===== src/design/prrs_pkg.sv =====
// ----------------------------------------------------------------------------
// prrs_pkg
// Shared types, constants and event codes of the priority round-robin scheduler.
// ----------------------------------------------------------------------------
package prrs_pkg;

	localparam int LEVELS_DEF      = 256;
	localparam int LEVEL_DEPTH_DEF = 16;
	localparam int SCAN_CHUNK      = 16;

	localparam logic [7:0] QUANTUM_RESET = 8'd10;
	localparam logic [8:0] PHASE_SPAN    = 9'd256;

	localparam logic OP_ARRIVAL = 1'b0;
	localparam logic OP_TICK    = 1'b1;

	localparam logic [2:0] EV_QUEUED   = 3'd0;
	localparam logic [2:0] EV_ARR_DROP = 3'd1;
	localparam logic [2:0] EV_DISPATCH = 3'd2;
	localparam logic [2:0] EV_RUNNING  = 3'd3;
	localparam logic [2:0] EV_DONE     = 3'd4;
	localparam logic [2:0] EV_REQUEUED = 3'd5;
	localparam logic [2:0] EV_REQ_DROP = 3'd6;
	localparam logic [2:0] EV_IDLE     = 3'd7;

	typedef struct packed {
		logic        opcode;
		logic [15:0] task_id;
		logic [7:0]  task_priority;
		logic [7:0]  task_burst;
	} in_t;

	typedef struct packed {
		logic [2:0]  event_res;
		logic [15:0] out_task_id;
		logic [7:0]  out_priority;
		logic [7:0]  remaining;
	} out_t;

endpackage


===== src/design/prrs_ptr_ram.sv =====
// ----------------------------------------------------------------------------
// prrs_ptr_ram
// Per-level head, tail and count memory; entries never written read as zero.
// ----------------------------------------------------------------------------
module prrs_ptr_ram
	import prrs_pkg::*;
#(
	parameter int N = LEVELS_DEF,
	parameter int W = 13
) (
	input  logic                         clk,
	input  logic                         arst_n,
	input  logic                         we,
	input  logic [(N>1?$clog2(N):1)-1:0] addr,
	input  logic [W-1:0]                 wdata,
	output logic [W-1:0]                 rdata
);

	logic [W-1:0] mem [N];
	logic [N-1:0] vld_q;
	logic         rvld_q;
	logic [W-1:0] rdat_q;

	always_ff @(posedge clk or negedge arst_n) begin
		if (!arst_n) begin
			vld_q  <= '0;
			rvld_q <= 1'b0;
		end else begin
			rvld_q <= vld_q[addr];
			if (we) begin
				vld_q[addr] <= 1'b1;
			end
		end
	end

	always_ff @(posedge clk) begin
		rdat_q <= mem[addr];
		if (we) begin
			mem[addr] <= wdata;
		end
	end

	assign rdata = rvld_q ? rdat_q : '0;

endmodule


===== config.mk =====
export PLATFORM = sky130hd
export DESIGN_NAME = prrs_ptr_ram
export DESIGN_NICKNAME = d
export VERILOG_FILES = /design/src/design/prrs_pkg.sv /design/src/design/prrs_ptr_ram.sv
export SDC_FILE = /design/constraint.sdc
export NUM_CORES = 2
export LEC_CHECK = 0
export BUFFER_PORTS_ARGS = -buffer_cell sky130_fd_sc_hd__buf_4
export CAP_MARGIN = 10
export CORE_ASPECT_RATIO = 1.75
export CORE_UTILIZATION = 63
export DETAILED_ROUTE_END_ITERATION = 8
export MAX_ROUTING_LAYER = met4
export PLACE_DENSITY = 0.79
export SLEW_MARGIN = 30
export SYNTH_ARGS = -nofsm -noshare
export SYNTH_HDL_FRONTEND = slang
export SYNTH_SLANG_ARGS = --single-unit
export TNS_END_PERCENT = 30

===== constraint.sdc =====
create_clock -name clk -period 2.07 [get_ports clk]
set_clock_uncertainty 0.1 [all_clocks]
set_input_delay 0.207 -clock clk [delete_from_list [all_inputs] [get_ports clk]]
set_output_delay 0.207 -clock clk [all_outputs]
set_load 0.01 [all_outputs]

======== Yosys cells after proc, flatten, opt, wreduce, memory -nomap -nowiden ========
Memory sizes are Yosys's and may differ from the RTL's. A register that Yosys moved wholly into a read port is not among the register bits.
Index checks and enable logic that the tools add are counted.
operators by class
  $lt $le $gt $ge ......................... 2
  mux-type cells .......................... 7
  bitwise gates (word level) .............. 1
  reductions and logical operators ........ 1
operators with widths
  cell                count
  $or 256x256->256    1
  $mux 13             1
  $lt 8x9->1 const B  1
  $bmux 1 s8          1
  $demux 1 s8         1
  $ge 8x1->1 const B  1
  $mux 1              4
  $logic_and 1x1->1   1
storage, ports and cells
  register bits after elaboration ......... 257
  bits in writable memories ............... 3328
  input bits .............................. 24
  output and inout bits ................... 13
  logic and storage cells ................. 14
  memories kept ........................... 1
memories
  name  depth  width  read ports  clocked after Yosys merged registers in  write ports  line                RTL
  mem   256    13     1           1                                        1            prrs_ptr_ram.sv:19  logic [W-1:0] mem [N];

======== Depth between registers and ports, before layout ========
  depth in word-level cells ............... 5
  gate-level depth with buffers ........... 10

======== Least setup slack after synthesis ========
OpenSTA, ideal clock, no wires.
  kind .................................... input-to-reg
  from .................................... input port addr[1] (netlist bit)
  to ...................................... memory mem[146][0] (enable)
  setup time .............................. 0.401 ns
  data arrival time ....................... 2.255 ns
  required time ........................... 1.569 ns
  setup slack ............................. -0.686 ns
  stages on the path ...................... 6
  buffers on the path ..................... 4
  path through ............................ buf_2 -> clkbuf_1 -> clkbuf_1 -> nand2b_1 -> clkbuf_1 -> nor3_1
RTL lines
  item                line                RTL
  start: declaration  prrs_ptr_ram.sv:14  input logic [(N>1?$clog2(N):1)-1:0] addr,
  end: declaration    prrs_ptr_ram.sv:19
No word-level cell before the write port.

==> results.md <==
- final hold violation count: 0
- count of pins over their slew limit: 0
- Mean Syn Cell Area: 22.0 sq um
- antenna violations before repair: 30
- global route overflow: 0
- row cnt: 225
- cell at the root of the clock tree: sky130_fd_sc_hd__clkbuf_16
- number of distinct standard cells referenced by the synthesized netlist: 23
- warning count from the yosys run: 0
- Placer Congestion: 0.933
- Post-Syn Area: 136000 sq um
- clk buf depth: 4
- Crit Path Category: register to register
- commonest cells after routing, fill and taps aside: sky130_fd_sc_hd__edfxtp_1, sky130_fd_sc_hd__mux4_2, sky130_fd_sc_hd__buf_4
- number of non-filler instances in the completed layout: 10.3k
- most common cell after layout, fill and taps aside: sky130_fd_sc_hd__edfxtp_1
- net count after synthesis: 6226
- min setup slack post-route: -1220 ps
- Core Area: 215000 sq um
- Final nets: 7207
- Inst Count DP: 9707
- post-synthesis sequential area ratio: 78.1%
- IO Port Bufs: 36
- die outline height: 618 um
- CTS tree: built
- final wirelength: 467000 um
- initial cell density of the core: 63.5%
- synthesis-to-finish area growth: 20.9%
- critical path startpoint category: register
- cell with the largest stage delay on the worst path: sky130_fd_sc_hd__o41ai_4
- Req. time, crit path: 2710 ps
- data arrival time at the worst-slack endpoint: 3930 ps
- routed length per placed instance: 45.4 um
- maximum number of pins on one net before global-route repair: 105
- number of filler instances in the final layout: 9643
- total global-route track usage: 41.4%
- worst reg2reg path depth: 6
- share of total power in sequential cells: 53.7%
- Setup WS pre-CTS: -1440 ps
- worst stage delay on the critical path: 940 ps
- setup-violating endpoint count in the final report: 101
- Switching Share: 22.6%
- highest clock frequency the design can meet: 304 MHz
- crit share post-route: 159%
- cell leakage power: 0.0545 uW
- top post-synthesis cells by area: sky130_fd_sc_hd__edfxtp_1, sky130_fd_sc_hd__mux4_2, sky130_fd_sc_hd__dfrtp_1
- setup repair after global routing missed its margin: yes
- part of the total power dissipated in the clock network: 39.5%
- hold path depth: 6
- die width: 354 um
- MaxCap Viol Count: 0
- Vias/cell: 7.78
- sink count of the clock tree: 3598
- ratio of cells with drive above 1 in the final layout: 42.1%
- maximum fanout count along the critical path: 1
- actual transition at the worst max-transition pin: 1140 ps
- first-pass GRT wire length: 605000 um
- clock latency on the worst-skew pair: 890 ps
- routed vias: 80.0k
- type of the most critical hold path: primary input to register
- Multi-input gate area: 31500 sq um
- final worst path period need: 3290 ps
- biggest area consumer among synthesized cells: sky130_fd_sc_hd__edfxtp_1
- violations in the final reports: negative setup slack
- post-synthesis instance total: 6202
- DRC violation count after routing: 0
- peak supply drop: 0.00137 V
- areal power density over the cells: 906 nW/um^2
- run status: complete, but fails checks
- number of H-tree branching levels: 5
- ordered cell list for the critical path: mux4_2 > a22oi_1 > a21oi_1 > o41ai_4 > buf_4 > nand4_1
- slew margin rel.: 23.9%
- Gate power share: 6.8%
- Pre-antenna DRT Iters: 8
- top-area cell type share of the netlist area: 73.2%
- via count of the first global-routing pass: 79.5k
- count of routing violations after the opening detailed-route iteration: 14.0k
- total of flip-flops plus latches after synthesis: 3598
- net switching component of the power: 33800 uW
- antenna viol nets, final: 0
- full die area: 219000 sq um
- total half-perimeter wirelength after legalization and detailed placement: 245000 um
- number of clock buffers inserted by TritonCTS: 299
- cell internal power dissipation: 116000 uW
- type of element capturing the critical path: register
- Clk pin slew, worst setup/hold paths: 80 ps
- Boundary Pins: 37
- Seq. cell area: 107000 sq um
==> path summary, 6_finish.rpt <==
check                      slack, ps                endpoint                   from
min in group asynchronous        580   vld_q[88]$_DFFE_PN0P_                 arst_n
max in group asynchronous        880   vld_q[57]$_DFFE_PN0P_                 arst_n
max reg2reg                    -1220       rdat_q[9]$_DFF_P_  mem[107][9]$_DFFE_PP_
min                              100  mem[158][10]$_DFFE_PP_                addr[6]
min reg2reg                      370   vld_q[92]$_DFFE_PN0P_  vld_q[92]$_DFFE_PN0P_
max                            -1220       rdat_q[9]$_DFF_P_  mem[107][9]$_DFFE_PP_
==> through the flow <==
stage	power, uW	utilization [%]	hold slack (ps)	cell area (sq um)	TNS [ps]
floorplan	85700	-	-189	138000	-591490
global placement	90100	71.2	88.0	153000	-1443860
detailed placement	90400	71.2	87.0	153000	-1518280
CTS	147000	76.3	60.0	164000	-5790
global route	151000	76.7	113	165000	-10430
finish	150000	76.7	104	165000	-13890
==> per-layer routing <==
layer	routed length (um)	track usage (%)	part of all wire, %
met3	65200	9.72	14
met4	54000	33.4	12
met1	125000	45.2	27
met5	0	-	0
met2	222000	65.0	48
==> cell families after synthesis <==
kind of cell | count (synthesis) | synth area share, %
flops | 3598 | 78.1
mux | 896 | 14.8
simple gates | 606 | 2.26
compound gates | 728 | 3.65
buf+inv | 374 | 1.18
==> Yosys cell counts (all sizes together) <==
master / instances
a21oi: 224
a22oi: 448
and2: 16
buf: 139
clkbuf: 234
dfrtp: 257
dfxtp: 13
edfxtp: 3328
inv: 1
mux4: 896
nand2: 28
nand2b: 6
nand3: 14
nand4: 14
nor2: 235
nor2b: 7
nor3: 27
o41ai: 56
or2: 258
or3: 1
==> sequential cells by signal (all words and copies together), names as in the netlist <==
name	flops
rvld_q	1
vld_q	256
mem	3328
rdat_q	13
==> cell type report <==
cell class / count / share of cell area (%)
flip-flops and latches: 3598 / 64.6
multi-input cells: 2230 / 19.1
repair buffers: 1053 / 8.22
clock buffers: 397 / 5.02
well taps: 2837 / 2.15
clock inverters: 136 / 0.885
diodes: 37 / 0.0561
inverters: 1 / 0.00227
==> critical path, delay by kind of cell (launching register included) <==
kind	cells	cell delay (ps)
multiplexers	1	620
flip-flops	1	630
AND/OR/NAND/NOR	1	130
buffers and inverters	1	290
AO/OA/AOI/OAI	3	1370
==> timing repair <==
| item | 4_1_cts | 5_1_grt |
|---|---|---|
| cloned | 0 | 0 |
| pin swaps | 61 | 71 |
| setup endpoints to repair | 27 | 104 |
| endpoints found under the hold margin | 2564 | 0 |
| hold buffers | 16 | 0 |
| resized for setup | 201 | 153 |
| buffers inserted | 0 | 1 |
==> power by group through the flow <==
stage	registers, uW	clock network, uW	logic [uW]
after floorplan	81700	0	4000
after global placement	81700	0	8340
after detailed placement	81800	0	8620
after CTS	80300	58000	9180
after global routing	80300	60800	10100
final	80300	59100	10100
(Power assumes the default switching activity.)
